<file path="config.mk">
export PLATFORM = sky130hd
export DESIGN_NAME = fp10_format_converter_core_flat
export DESIGN_NICKNAME = d
export VERILOG_FILES = /design/src/fp10c_pkg.sv /design/src/fp10c_if.sv /design/src/fp10c_convert.sv /design/src/fp10_format_converter_core.sv /design/src/flat_wrapper.sv
export SDC_FILE = /design/constraint.sdc
export NUM_CORES = 1
export LEC_CHECK = 0
export ABC_AREA = 1
export BUFFER_PORTS_ARGS = -buffer_cell sky130_fd_sc_hd__buf_2
export CORE_AREA = 2 2 174 176
export CTS_CLUSTER_DIAMETER = 80
export DETAILED_ROUTE_END_ITERATION = 8
export DIE_AREA = 0 0 176 178
export HOLD_SLACK_MARGIN = 0.03
export PLACE_DENSITY = 0.68
export SLEW_MARGIN = 0
export SYNTH_ARGS = -nofsm -noshare
export SYNTH_HDL_FRONTEND = slang
export SYNTH_SLANG_ARGS = --single-unit
</file>
<file path="constraint.sdc">
create_clock -name clk -period 8.92 [get_ports clk]
set_clock_uncertainty 0.2 [all_clocks]
set_input_delay 2.23 -clock clk [delete_from_list [all_inputs] [get_ports clk]]
set_output_delay 2.23 -clock clk [all_outputs]
set_load 0.01 [all_outputs]
</file>
<file path="src/fp10c_pkg.sv">
// ----------------------------------------------------------------------------
// fp10c_pkg
// Shared types and constants for the fp10 format converter.
// ----------------------------------------------------------------------------
package fp10c_pkg;

    typedef enum logic [1:0] {
        KIND_I2H = 2'd0,
        KIND_H2I = 2'd1,
        KIND_F2H = 2'd2,
        KIND_H2F = 2'd3
    } kind_t;

    localparam logic [15:0] FP10_NEG_SIGNS = 16'hfe00;
    localparam logic [15:0] FP10_INF_CODE  = 16'h01f0;
    localparam logic [15:0] FP10_NAN_CODE  = 16'h01f1;
    localparam logic [31:0] F32_POS_NAN    = 32'h7f800001;
    localparam logic [31:0] F32_INF_BITS   = 32'h7f800000;
    localparam logic [31:0] F32_SIGN       = 32'h80000000;
    localparam logic [31:0] F32_OVF_LIMIT  = 32'h477c0000;
    localparam logic [31:0] F32_ZERO_LIMIT = 32'h36000000;
    localparam logic [31:0] INT_INVALID    = 32'h80000000;

endpackage

</file>
<file path="src/fp10c_if.sv">
// ----------------------------------------------------------------------------
// fp10c_if
// Valid/ready channel carrying one request or result payload.
// ----------------------------------------------------------------------------
interface fp10c_in_if;
    logic        valid;
    logic        ready;
    logic [1:0]  kind;
    logic [31:0] operand;

    modport source (output valid, kind, operand, input ready);
    modport sink   (input valid, kind, operand, output ready);
endinterface

interface fp10c_out_if;
    logic        valid;
    logic        ready;
    logic [31:0] result;

    modport source (output valid, result, input ready);
    modport sink   (input valid, result, output ready);
endinterface

</file>
<file path="src/fp10c_convert.sv">
// ----------------------------------------------------------------------------
// fp10c_convert
// Combinational datapath for all four conversions.
// ----------------------------------------------------------------------------
module fp10c_convert
    import fp10c_pkg::*;
(
    input  logic [1:0]  kind,
    input  logic [31:0] operand,
    output logic [31:0] result
);

    logic [31:0] i2h_r;
    logic [31:0] h2i_r;
    logic [31:0] f2h_r;
    logic [31:0] h2f_r;

    // int32 -> fp10
    logic [31:0] i_mag;
    logic [4:0]  i_e;
    logic [15:0] i_sg;
    logic [15:0] i_q;
    logic [31:0] i_keep;
    logic [31:0] i_rem;
    logic [31:0] i_half;
    logic        i_inc;
    logic [4:0]  i_sh;

    always_comb
    begin
        i_sg  = operand[31] ? FP10_NEG_SIGNS : 16'h0000;
        i_mag = operand[31] ? (32'd0 - operand) : operand;
        i_e   = 5'd0;
        for (int k = 0; k < 32; k++)
        begin
            if (i_mag[k])
                i_e = 5'(k);
        end
        i_sh   = i_e - 5'd4;
        i_keep = i_mag >> i_sh;
        i_half = 32'd1 << (i_sh - 5'd1);
        i_rem  = i_mag & ((i_half << 1) - 32'd1);
        i_inc  = (i_rem > i_half) || ((i_rem == i_half) && i_keep[0]);
        i_q    = 16'h0000;
        if (operand == 32'd0)
            i2h_r = 32'd0;
        else if (i_mag[31:16] != 16'd0)
            i2h_r = {16'd0, i_sg | FP10_INF_CODE};
        else if (i_e <= 5'd4)
            i2h_r = {16'd0, i_sg | {7'd0, i_e + 5'd15,
                     4'(i_mag[3:0] << (3'd4 - i_e[2:0]))}};
        else
        begin
            i_q = {7'd0, i_e + 5'd15, i_keep[3:0]} + {15'd0, i_inc};
            if (i_q >= FP10_INF_CODE)
                i_q = FP10_INF_CODE;
            i2h_r = {16'd0, i_sg | i_q};
        end
    end

    // fp10 -> int32
    logic [4:0]  h_ex;
    logic [31:0] h_fr;
    logic [31:0] h_v;

    always_comb
    begin
        h_ex = operand[8:4];
        h_fr = {27'd0, 1'b1, operand[3:0]};
        h_v  = (h_ex >= 5'd19) ? (h_fr << (h_ex - 5'd19)) : (h_fr >> (5'd19 - h_ex));
        if (h_ex == 5'h1f)
            h2i_r = INT_INVALID;
        else if (h_ex < 5'd15)
            h2i_r = 32'd0;
        else
            h2i_r = operand[9] ? (32'd0 - h_v) : h_v;
    end

    // binary32 -> fp10
    logic [15:0] f_sg;
    logic [31:0] f_mag;
    logic [7:0]  f_e;
    logic [23:0] f_m;
    logic [4:0]  f_sh;
    logic [23:0] f_keep;
    logic [23:0] f_half;
    logic [23:0] f_rem;
    logic        f_inc;
    logic [15:0] f_q;

    always_comb
    begin
        f_sg  = operand[31] ? FP10_NEG_SIGNS : 16'h0000;
        f_mag = {1'b0, operand[30:0]};
        f_e   = f_mag[30:23];
        f_m   = {1'b1, f_mag[22:0]};
        f_sh  = (f_e < 8'd113) ? 5'(8'd132 - f_e) : 5'd19;
        f_keep = f_m >> f_sh;
        f_half = 24'd1 << (f_sh - 5'd1);
        f_rem  = f_m & ((f_half << 1) - 24'd1);
        f_inc  = (f_rem > f_half) || ((f_rem == f_half) && f_keep[0]);
        if (f_e < 8'd113)
            f_q = 16'(f_keep) + {15'd0, f_inc};
        else
            f_q = {7'd0, 5'(f_e - 8'd112), f_m[22:19]} + {15'd0, f_inc};
        if (f_mag > F32_INF_BITS)
            f2h_r = {16'd0, f_sg | FP10_NAN_CODE};
        else if (f_mag >= F32_OVF_LIMIT)
            f2h_r = {16'd0, f_sg | FP10_INF_CODE};
        else if (f_mag <= F32_ZERO_LIMIT)
            f2h_r = {16'd0, f_sg};
        else
            f2h_r = {16'd0, f_sg | f_q};
    end

    // fp10 -> binary32
    logic [31:0] g_sg;
    logic [3:0]  g_fr;
    logic [7:0]  g_fe;

    always_comb
    begin
        g_sg = operand[9] ? F32_SIGN : 32'd0;
        g_fr = operand[3:0];
        g_fe = {3'd0, operand[8:4]} + 8'd112;
        if (operand[8:4] == 5'd0)
        begin
            // denormal: normalise by leading-one position
            priority if (g_fr[3]) begin g_fe = 8'd112; g_fr = {g_fr[2:0], 1'b0}; end
            else if (g_fr[2])     begin g_fe = 8'd111; g_fr = {g_fr[1:0], 2'b0}; end
            else if (g_fr[1])     begin g_fe = 8'd110; g_fr = {g_fr[0], 3'b0}; end
            else                  begin g_fe = 8'd109; g_fr = 4'd0; end
        end
        if (operand[8:4] == 5'h1f)
            h2f_r = (operand[3:0] != 4'd0) ? (g_sg | F32_POS_NAN) : (g_sg | F32_INF_BITS);
        else if (operand[8:0] == 9'd0)
            h2f_r = g_sg;
        else
            h2f_r = g_sg | {1'b0, g_fe, g_fr, 19'd0};
    end

    always_comb
    begin
        unique case (kind_t'(kind))
            KIND_I2H: result = i2h_r;
            KIND_H2I: result = h2i_r;
            KIND_F2H: result = f2h_r;
            KIND_H2F: result = h2f_r;
            default:  result = h2f_r;
        endcase
    end

endmodule

</file>
<file path="src/fp10_format_converter_core.sv">
// ----------------------------------------------------------------------------
// fp10_format_converter_core
// fp10 minifloat conversion unit: int32 / binary32 to and from fp10.
// ----------------------------------------------------------------------------
// channel   dir   fields
// req       in    kind[1:0], operand[31:0]
// rsp       out   result[31:0]
//
// One request per cycle unless a stall on rsp fills both stages; input register, then result register.
// Conversion logic sits between the two registers in a single pass.
// Reset clears both valid flags; payloads are not reset.
// A stall on rsp holds the result register; it blocks requests only while both stages are occupied.
module fp10_format_converter_core
    import fp10c_pkg::*;
(
    input logic        clk,
    input logic        rst_n,
    fp10c_in_if.sink   req,
    fp10c_out_if.source rsp
);

    logic        in_vld_reg;
    logic [1:0]  in_kind_reg;
    logic [31:0] in_op_reg;
    logic        out_vld_reg;
    logic [31:0] out_res_reg;
    logic [31:0] conv_res;
    logic        adv;

    assign adv       = !out_vld_reg || rsp.ready;
    assign req.ready = !in_vld_reg || adv;

    fp10c_convert u_conv
    (
        .kind    (in_kind_reg),
        .operand (in_op_reg),
        .result  (conv_res)
    );

    always_ff @(posedge clk or negedge rst_n)
    begin
        if (!rst_n)
        begin
            in_vld_reg  <= 1'b0;
            out_vld_reg <= 1'b0;
        end
        else
        begin
            if (req.ready)
                in_vld_reg <= req.valid;
            if (adv)
                out_vld_reg <= in_vld_reg;
        end
    end

    always_ff @(posedge clk)
    begin
        if (req.ready && req.valid)
        begin
            in_kind_reg <= req.kind;
            in_op_reg   <= req.operand;
        end
        if (adv && in_vld_reg)
            out_res_reg <= conv_res;
    end

    assign rsp.valid  = out_vld_reg;
    assign rsp.result = out_res_reg;

    a_hold: assert property (@(posedge clk) disable iff (!rst_n)
        out_vld_reg && !rsp.ready |=> out_vld_reg && $stable(out_res_reg))
        else $error("result changed under stall");
    a_full_stall: assert property (@(posedge clk) disable iff (!rst_n)
        in_vld_reg && out_vld_reg && !rsp.ready |-> !req.ready)
        else $error("request accepted with pipeline full");
    a_flow: assert property (@(posedge clk) disable iff (!rst_n)
        in_vld_reg && adv |=> out_vld_reg)
        else $error("result lost");

endmodule

</file>
<file path="src/flat_wrapper.sv">
// flat-port wrapper written by rule: the top's interface ports become plain ports
module fp10_format_converter_core_flat import fp10c_pkg::*;
  (clk, rst_n, req_valid, req_kind, req_operand, req_ready, rsp_valid, rsp_result, rsp_ready);
  fp10c_in_if req_i ();
  fp10c_out_if rsp_i ();
  input logic clk;
  input logic rst_n;
  input wire logic [$bits(req_i.valid)-1:0] req_valid;
  input wire logic [$bits(req_i.kind)-1:0] req_kind;
  input wire logic [$bits(req_i.operand)-1:0] req_operand;
  output wire logic [$bits(req_i.ready)-1:0] req_ready;
  output wire logic [$bits(rsp_i.valid)-1:0] rsp_valid;
  output wire logic [$bits(rsp_i.result)-1:0] rsp_result;
  input wire logic [$bits(rsp_i.ready)-1:0] rsp_ready;
  assign req_i.valid = req_valid;
  assign req_i.kind = req_kind;
  assign req_i.operand = req_operand;
  assign req_ready = req_i.ready;
  assign rsp_valid = rsp_i.valid;
  assign rsp_result = rsp_i.result;
  assign rsp_i.ready = rsp_ready;
  fp10_format_converter_core u_core (.clk(clk), .rst_n(rst_n), .req(req_i), .rsp(rsp_i));
endmodule
</file>
### After elaboration in Yosys (flattened, before gate mapping)

Index checks and enable logic that the tools add are counted.

| storage, ports and cells | value |
|---|---|
| output and inout port bits | 34 |
| bits in latches | 0 |
| memories | 0 |
| input bits | 38 |
| logic and storage cells | 129 |
| bits in registers | 68 |
| memory bits (read-only) | 0 |
| bits in writable memories | 0 |

| operators by class | value |
|---|---|
| reduce and logical (&&, ||, !) cells | 16 |
| multiply operators | 0 |
| $lt $le $gt $ge | 10 |
| bitwise gates (word level) | 6 |
| div/mod/pow operators | 0 |
| shift operators | 7 |
| muxes and demuxes | 62 |
| equal/unequal tests | 6 |
| add/sub/neg operators | 17 |

Operators with widths:

| cell | number |
|---|---|
| $mux 32 | 8 |
| $mux 16 | 11 |
| $pmux 32 s4 | 1 |
| $mux 5 | 25 |
| $sub 1x32->32 const A | 2 |
| $and 32x32->32 | 1 |
| $eq 32x32->1 | 1 |
| $gt 32x32->1 | 1 |
| $logic_not 32->1 | 1 |
| $or 16x16->16 | 2 |
| $or 32x31->32 | 1 |
| $shl 1x5->32 const A | 1 |
| $shl 5x5->32 | 1 |
| $shr 32x5->4 | 1 |
| $shr 5x5->32 | 1 |
| $sub 32x1->32 const B | 1 |
| $ge 31x31->1 const B | 1 |
| $gt 31x31->1 const B | 1 |
| $le 31x30->1 const B | 1 |
| $and 24x24->24 | 1 |
| $eq 24x24->1 | 1 |
| $gt 24x24->1 | 1 |
| $shl 1x5->24 const A | 1 |
| $shr 24x5->16 | 1 |
| other kinds (35) | 57 |

### Logic depth before layout (Yosys ltp)

Gate-level depths: netlist of the first run.

| logic depth | value |
|---|---|
| depth in word-level cells | 52 |
| depth in mapped cells | 78 |
| gate-level depth less buffers | 75 |

### Modules after synthesis

From an unflattened synthesis of the first run, not the netlist that was laid out.

| second synthesis, totals | value |
|---|---|
| cell total of the unflattened synthesis | 1,905 |
| area, all modules | 11,773.8 sq um |

By module, submodules not included:

| module | cells each | sequential area each (sq um) | times used | area an instance (sq um) |
|---|---|---|---|---|
| fp10c_convert | 1,827 | 0.0 | 1 | 9,696.8 |
| fp10_format_converter_core | 78 | 2,031.9 | 1 | 2,077.0 |

### Least setup slack after synthesis of the first run

OpenSTA, ideal clock, no wires.

| timing path | value |
|---|---|
| path kind | register to register |
| start point | reg u_core.in_op_reg[4] |
| end point | reg u_core.out_res_reg[0] (netlist: u_core.rsp.result[0]) (data pin) |
| data arrival time | 8,199 ps |
| path slack | 266 ps |
| period minus slack after synthesis | 8,654 ps |
| cell stages (with the launch flop) | 73 |
| required time | 8,466 ps |
| setup time | 254 ps |
| buffers on the path | 4 |
| cells stage by stage | edfxtp_1 -> buf_2 -> inv_4 -> clkbuf_1 -> ha_1 -> nand2_1 -> nor2_4 -> ha_1 -> or2_2 -> o21ai_0 -> nand2_1 -> nand2_1 -> nand2_1 -> nand2_1 -> nand2_1 -> nand2_1 -> nand2_1 -> nand2_1 -> (+37 left out) -> nor3_1 -> nand3_1 -> nor4b_1 -> mux2_2 -> ha_1 -> ha_1 -> nand2_1 -> nor2_1 -> nand2_1 -> nand2_1 -> nor2_1 -> nand3_1 -> nand2_1 -> inv_1 -> nand2_1 -> nand2_1 -> nand2_1 -> nand2_1 |

| on the way | value |
|---|---|
| longest elaborated chain between the ends | 49 |
| elaborated cells on any way between the ends | 89 |
| those cells by class | 12 x add/sub; 9 x order compare; 3 x eq/ne; 6 x shift; 47 x mux; 5 x bitwise; 7 x reduce/logical |

Ends and longest elaborated chain:

| item | RTL line | source |
|---|---|---|
| from (decl) | fp10_format_converter_core.sv:24 | `logic [31:0] in_op_reg;` |
| from (signal assigned) | fp10_format_converter_core.sv:61 | `in_op_reg <= req.operand;` |
| parallel branches: the longest is 48 deep, another holds $sub 1x32->32 | -- |  |
| $pmux 32 s4 * | fp10c_convert.sv:144 | `unique case (kind_t'(kind))` |
| net u_core.conv_res[0] | fp10_format_converter_core.sv:27 | `logic [31:0] conv_res;` |
| to (signal assigned) | fp10_format_converter_core.sv:64 | `out_res_reg <= conv_res;` |
| to (decl) | fp10_format_converter_core.sv:26 | `logic [31:0] out_res_reg;` |

Mark *: on every way through the listed nets, which the timed path passes. The select of a mux whose other input is x is not followed.
A chain may end at the register's enable or synchronous reset.

### Worst setup path after layout of the first run

| timing path | value |
|---|---|
| start point | reg u_core.in_op_reg[1] |
| end point | reg u_core.out_res_reg[0] (netlist: u_core.rsp.result[0]) (data pin) |

| on the way | value |
|---|---|
| longest elaborated chain between the ends | 52 |
| elaborated cells on any way between the ends | 89 |
| those cells by class | 10 x add/sub; 7 x order compare; 2 x eq/ne; 6 x shift; 51 x mux; 5 x bitwise; 8 x reduce/logical |

Ends and longest elaborated chain:

| item | RTL line |
|---|---|
| parallel branches: the longest is 51 deep, another holds $sub 1x32->32 | -- |
| $pmux 32 s4 * | fp10c_convert.sv:144 |
| net u_core.conv_res[0] | fp10_format_converter_core.sv:27 |

Marks and branches as above.

==> results of run 1 <==
-- cells by family (layout without fill, tap and decap cells) --
logic type	Yosys count	in the layout	synth area share (%)
flops	68	68	17.55
simple gates	999	999	37.66
fa+ha+maj	90	90	9.729
xor+xnor	62	62	5.145
compound gates	356	356	17.45
buf+inv	351	475	11.93
mux	6	6	0.5297
-- path summary, 6_finish.rpt --
check                               startpoint  slack [ns]              endpoint  depth (start not counted)
max reg2reg                u_core.in_op_reg[1]        0.47  u_core.rsp.result[0]                         55
max                        u_core.in_op_reg[1]        0.47  u_core.rsp.result[0]                         55
min reg2reg                  u_core.in_vld_reg        0.32      u_core.rsp.valid                          2
max in group asynchronous                rst_n        6.99     u_core.in_vld_reg                          1
min in group asynchronous                rst_n        1.44      u_core.rsp.valid                          1
min                          u_core.in_vld_reg        0.32      u_core.rsp.valid                          2
-- cell type report --
class                           count  area (um^2)  share of cell area [%]
Multi-Input combinational cell   1513         8453                   62.76
Sequential cell                    68         2032                   15.09
Inverter                          295         1121                   8.324
Timing Repair Buffer              164         1066                   7.915
Tap cell                          390        488.0                   3.623
Clock buffer                        9        225.2                   1.672
Clock inverter                      7        82.58                  0.6132
-- power groups by stage --
stage                     Sequential [uW]  Clock [uW]  Combinational [uW]
after global placement                420           0                1130
after detailed placement              421           0                1140
after floorplan                       421           0                 807
after CTS                             414         392                1150
after global routing                  417         403                1350
final                                 413         386                1220
-- worst min-delay path: cells and delay by family, from the launching register on --
kind | cells | cell delay (ns)
buffers and inverters | 1 | 0.07
DFF | 1 | 0.34
and+or+nand+nor | 1 | 0.07
-- repair_timing --
| action | 4_1_cts | 5_1_grt |
|---|---|---|
| hold endpoints to repair | 0 | 0 |
| setup buffers | 0 | 31 |
| endpoints found under the setup margin | 4 | 10 |
| resized for setup | 2 | 71 |
| pin swaps | 0 | 22 |
-- metal layers --
metal / routed length, um / GRT usage (%) / vias to the layer above
met5: 0 / 0 / -
met4: 1797 / 13.09 / 0
met3: 2697 / 3.154 / 105
met2: 18800 / 41.86 / 583
met1: 17620 / 34.17 / 6159
li1: - / - / 6643
-- placed cells by master (no fill, tap or decap), types with 10 or more instances in the layout --
cell type / instances
nand4_1: 27
nor3_1: 42
nor4_1: 13
buf_4: 89
xor2_1: 39
nand2_2: 11
nand2_1: 450
nor2_4: 10
a21oi_1: 100
o211ai_1: 14
inv_2: 36
buf_2: 71
clkinv_1: 10
o22ai_1: 10
inv_1: 245
nor2_2: 12
nand3_1: 139
xor2_2: 11
nor2_1: 257
edfxtp_1: 66
a31oi_1: 12
o21ai_0: 157
ha_1: 81
-- stage by stage --
| step | instance area [um^2] | worst slack [ns] |
|---|---|---|
| after floorplan | 11570 | 0.2662 |
| after global placement | 12630 | 0.09371 |
| after detailed placement | 12630 | -0.07373 |
| after CTS | 12940 | 0.03929 |
| after global routing | 13470 | -0.08323 |
| final | 13470 | 0.4659 |
==> reports/metrics.csv, run 1 <==
metric,value,unit
die area,31330,um^2
port bufs,71,
share of power burned in combinational logic,60.4,%
Remaining DRCs,0,
"Distinct cells, synth",67,
via count,13490,
share of cells above drive strength 1,15.42,%
Yosys reg bits,68,
setup TNS,0,ns
GRT Resource Usage Total,25.90,%
Clock Pin Slew Worst Setup and Hold Paths,0.06,ns
Top Ports,72,
die height,178,um
GRT Residual Overflow,0,
VDD IR-drop max,92.14,uV
asr flop ratio synth,2.941,%
clock power share,19.1,%
Nets,2179,
Rel. slew slack,28.93,%
Final Cycle Share,94.78,%
synthesized instance count,1932,
sequential-to-total area share from yosys stat,17.55,%
post-synth top area cell,edfxtp_1,
Pint,1039,uW
hold slack final,0.3169,ns
largest net degree at the start of global routing,42,
CP max-delay cell,edfxtp_1,
crit start category,flip-flop,
Worst Path Arrival,8.36,ns
share of the synthesized area in the top cell type,17.12,%
Post-synth EDFFs,66,
CTS buffer count,9,
fin crit period,8.454,ns
root buf cell,clkbuf_16,
Die Wd,176,um
Clock Sinks,68,
CTS tree,done,
most frequent cell on the critical path,nand2_1,
dominant synthesized flop cell,edfxtp_1,
"Hold-fix buffers, CTS",0,
CP max stage delay,0.41,ns
Yosys warning count,0,
"delay-heaviest family, CP",simple AND/OR/NAND/NOR gates,
H-tree depth,3,
Final Util,45.81,%
Max Cap Viol,0,
register share of total power,20.5,%
Static Leak,0.006500,uW
Post-synth top cells,"nand2_1 (457), nor2_1 (260), inv_1 (256), o21ai_0 (160), nand3_1 (143)",
total power,2018,uW
core area,29400,um^2
final RePlAce weighted congestion,0.9843,
max-slew violations,0,
Post-Layout Cell Count,2446,
Crit path buffers/inverters,9,
Net Sw Frac,48.51,%
Initial DRC Count,1385,
crit path kind,reg2reg,
number of vias per cell,5.515,
Post-DP HPWL,33210,um
syn_area_per_cell,5.991,um^2
initial antenna violation count,0,
Worst Hold Class,reg2reg,
first-pass GRT wire length,64050,um
Fillers,3114,
CP Data Required Time,8.83,ns
CP Max Fanout,12,
Area Overhead vs Synth,16.35,%
Worst Max-Slew Pin Slew,1.062,ns
FP Rows,63,
Antenna Nets Post-Route,0,
setup violators final,0,
dominant cells by area after synthesis,"edfxtp_1 (17%), nand2_1 (15%), ha_1 (9.7%), nor2_1 (8.4%), inv_1 (8.3%)",
Pwr per Cell Area,149.9,nW/um^2
worst-skew pair later-pin latency,0.37,ns
DR WL/cell,16.73,um
Sw Pwr,979.0,uW
drt first pass iters,9,
most common cell in the netlist,nand2_1,
number of global-route vias before repair,12320,
Max Buffers Root-to-Sink,2,
"Hold Violations, Final",0,
Netlist Area Pre-Place,11570,um^2
Mapped Nets,2060,
initial core utilization,39.37,%
fmax,118.3,MHz
routed wire length,40920,um
outcome,"complete, no violations",
Inst Count DP,2399,
n_diodes,0,
crit end category,flip-flop,
No activity file was read; power rests on OpenSTA's default activity.
==> inputs of run 2 (changes only) <==
==> constraint.sdc (replaced) <==
create_clock -name clk -period 8.92 [get_ports clk]
set_clock_uncertainty 0.2 [all_clocks]
set_input_delay 0 -clock clk [delete_from_list [all_inputs] [get_ports clk]]
set_output_delay 0 -clock clk [all_outputs]
set_load 0.01 [all_outputs]
==> run 2 against run 1 <==
Net effect: die area stayed put; flip-flop and latch count did not move; sequential share of layout area shrank 0.44 points; critical path depth stayed put; register-to-register slack about the same; sequential power is essentially flat; combinational power about the same; setup slack worse by 0.011 ns; final area rose by 3.0%; final cell count increased by 1.6%; utilization is 1.4 points higher; worst hold slack worse by 0.17 ns; critical endpoint is now u_core.rsp.result[4]; highest routed layer unchanged.
==> reports/metrics.csv, run 2 (synthesis gave the netlist of run 1 again) <==
metric,value,unit,change
CTS tree,done,,
Post-DP HPWL,33210,um,unchanged
GRT Residual Overflow,0,,unchanged
share of power burned in combinational logic,60.7,%,+0.3 points
most frequent cell on the critical path,nand2_1,,
multi-input logic area,8453,um^2,unchanged
initial antenna violation count,0,,unchanged
Remaining DRCs,0,,unchanged
final RePlAce weighted congestion,0.9843,,unchanged
Worst Max-Slew Pin Slew,1.042,ns,-0.02050 ns
die area,31330,um^2,unchanged
worst hold path startpoint,req_operand[14],,
Rel. slew slack,30.30,%,+1.4 points
Final Cycle Share,94.90,%,+0.12 points
total power,2033,uW,+0.73%
Fillers,3077,,-1.2%
H-tree depth,3,,unchanged
Sw Pwr,981.7,uW,+0.28%
Pint,1051,uW,+1.2%
die height,178,um,unchanged
met1 WL,17630,um,about the same
port bufs,71,,unchanged
Worst Path Arrival,8.48,ns,+0.12 ns
pre-CTS setup slack,-0.07373,ns,unchanged
initial core utilization,39.37,%,unchanged
root buf cell,clkbuf_16,,
Static Leak,0.006667,uW,+2.6%
routed wire length,41380,um,+1.1%
first-pass GRT wire length,64570,um,+0.82%
Initial DRC Count,1485,,+7.2%
Placed Area,12630,um^2,unchanged
design area,13870,um^2,+3.0%
worst-skew pair later-pin latency,0.36,ns,about the same
CP Max Fanout,12,,unchanged
clock power share,19.0,%,about the same
Area Overhead vs Synth,19.81,%,
Clock Pin Slew Worst Setup and Hold Paths,0.07,ns,about the same
Inst Count DP,2399,,unchanged
crit end category,flip-flop,,
routed wl met2,19020,um,+1.2%
Pwr per Cell Area,146.6,nW/um^2,-2.2%
VDD IR-drop max,91.23,uV,-0.99%
core area,29400,um^2,unchanged
share of cells above drive strength 1,15.12,%,-0.29 points
number of vias per cell,5.484,,-0.56%
Clock Sinks,68,,unchanged
max-slew violations,0,,unchanged
fin crit period,8.465,ns,+0.01074 ns
CP Data Required Time,8.94,ns,+0.11 ns
Max Cap Viol,0,,unchanged
r2r startpoint,u_core.in_op_reg[1],,
DR WL/cell,16.65,um,-0.50%
"Hold Violations, Final",0,,unchanged
final setup margin,0.4552,ns,-0.01074 ns
number of global-route vias before repair,12480,,+1.3%
sequential cell area,2032,um^2,unchanged
CP max stage delay,0.41,ns,about the same
crit start category,flip-flop,,
drt first pass iters,9,,unchanged
CP max-delay cell,edfxtp_1,,
fmax,118.1,MHz,-0.13%
n_diodes,0,,unchanged
GRT Resource Usage Total,26.09,%,+0.19 points
Top Ports,72,,unchanged
Nets,2219,,+1.8%
register share of total power,20.3,%,-0.2 points
Max Buffers Root-to-Sink,2,,unchanged
RSZ-0062 raised after global routing,yes,,
crit path kind,reg2reg,,
outcome,"complete, no violations",,
FP Rows,63,,unchanged
Antenna Nets Post-Route,0,,unchanged
setup violators final,0,,unchanged
Post-Layout Cell Count,2486,,+1.6%
DR top layer,met4,,
Net Sw Frac,48.29,%,-0.22 points
CTS buffer count,9,,unchanged
Die Wd,176,um,unchanged
"commonest cells after routing, fill and taps aside","nand2_1 (450), nor2_1 (257), inv_1 (245), o21ai_0 (157), nand3_1 (139)",,
via count,13630,,+1.1%
Worst setup startpoint,u_core.in_op_reg[1],,
DR WL met3,2856,um,+5.9%
Worst Hold Class,in2reg,,
"commonest non-fill, non-tap cell in the layout",nand2_1,,
largest net degree at the start of global routing,42,,unchanged
==> run 2: final timing paths <==
kind	to	slack [ns]	depth (start not counted)
worst min register to register	u_core.rsp.valid	0.34	2
max in group asynchronous	u_core.in_vld_reg	8.10	3
worst min-delay path	u_core.in_op_reg[14]	0.14	2
min in group asynchronous	u_core.rsp.valid	0.30	3
worst max register to register	u_core.rsp.result[4]	0.46	55
worst max-delay path	u_core.rsp.result[4]	0.46	55
==> run 2: area by class of cell <==
cell class,instances,area share [%]
inverters,295,8.084
clock buffers,9,1.624
clock inverters,7,0.5955
repair buffers,204,10.57
flip-flops and latches,68,14.65
well taps,390,3.519
multi-input cells,1513,60.95
==> run 2: worst max-delay path, delay by kind of cell (launching register included) <==
kind / cells / cell delay, ns
multiplexers: 1 / 0.37
flip-flops: 1 / 0.41
AND/OR/NAND/NOR: 37 / 4.85
XOR/XNOR: 1 / 0.16
AO/OA/AOI/OAI: 3 / 0.31
buffers and inverters: 9 / 1.14
adder cells (fa/ha/maj): 4 / 0.84
==> run 2: power by group through the flow <==
| stage | Clock (uW) | Sequential (uW) | Combinational (uW) |
|---|---|---|---|
| final | 385 | 414 | 1230 |
| after global routing | 403 | 417 | 1370 |
| after CTS | 392 | 414 | 1160 |
| after detailed placement | 0 | 421 | 1140 |
| after global placement | 0 | 420 | 1130 |
| after floorplan | 0 | 421 | 807 |
==> run 2: through the flow <==
stage          utilization (%)  hold slack, ns  setup TNS [ns]
6_report                 47.17          0.1427               0
5_1_grt                  47.17          0.1464         -0.3815
4_1_cts                  45.38          0.1318               0
3_5_place_dp             42.96         -0.4110         -0.1809
3_3_place_gp             42.96         -0.4155               0
2_1_floorplan                -         -0.4956               0
==> run 2: what timing repair did <==
| item | 4_1_cts | 5_1_grt |
|---|---|---|
| gates resized for setup | 2 | 71 |
| pin swaps | 0 | 22 |
| hold buffers | 40 | 0 |
| endpoints found under the setup margin | 4 | 10 |
| hold endpoints to repair | 38 | 0 |
| buffers inserted | 0 | 31 |
==> run 2: metal layers <==
layer	vias to the layer above	global-route usage, %
met5	-	0
met4	0	13.09
met3	115	3.154
met2	579	42.45
met1	6210	34.25
li1	6730	-
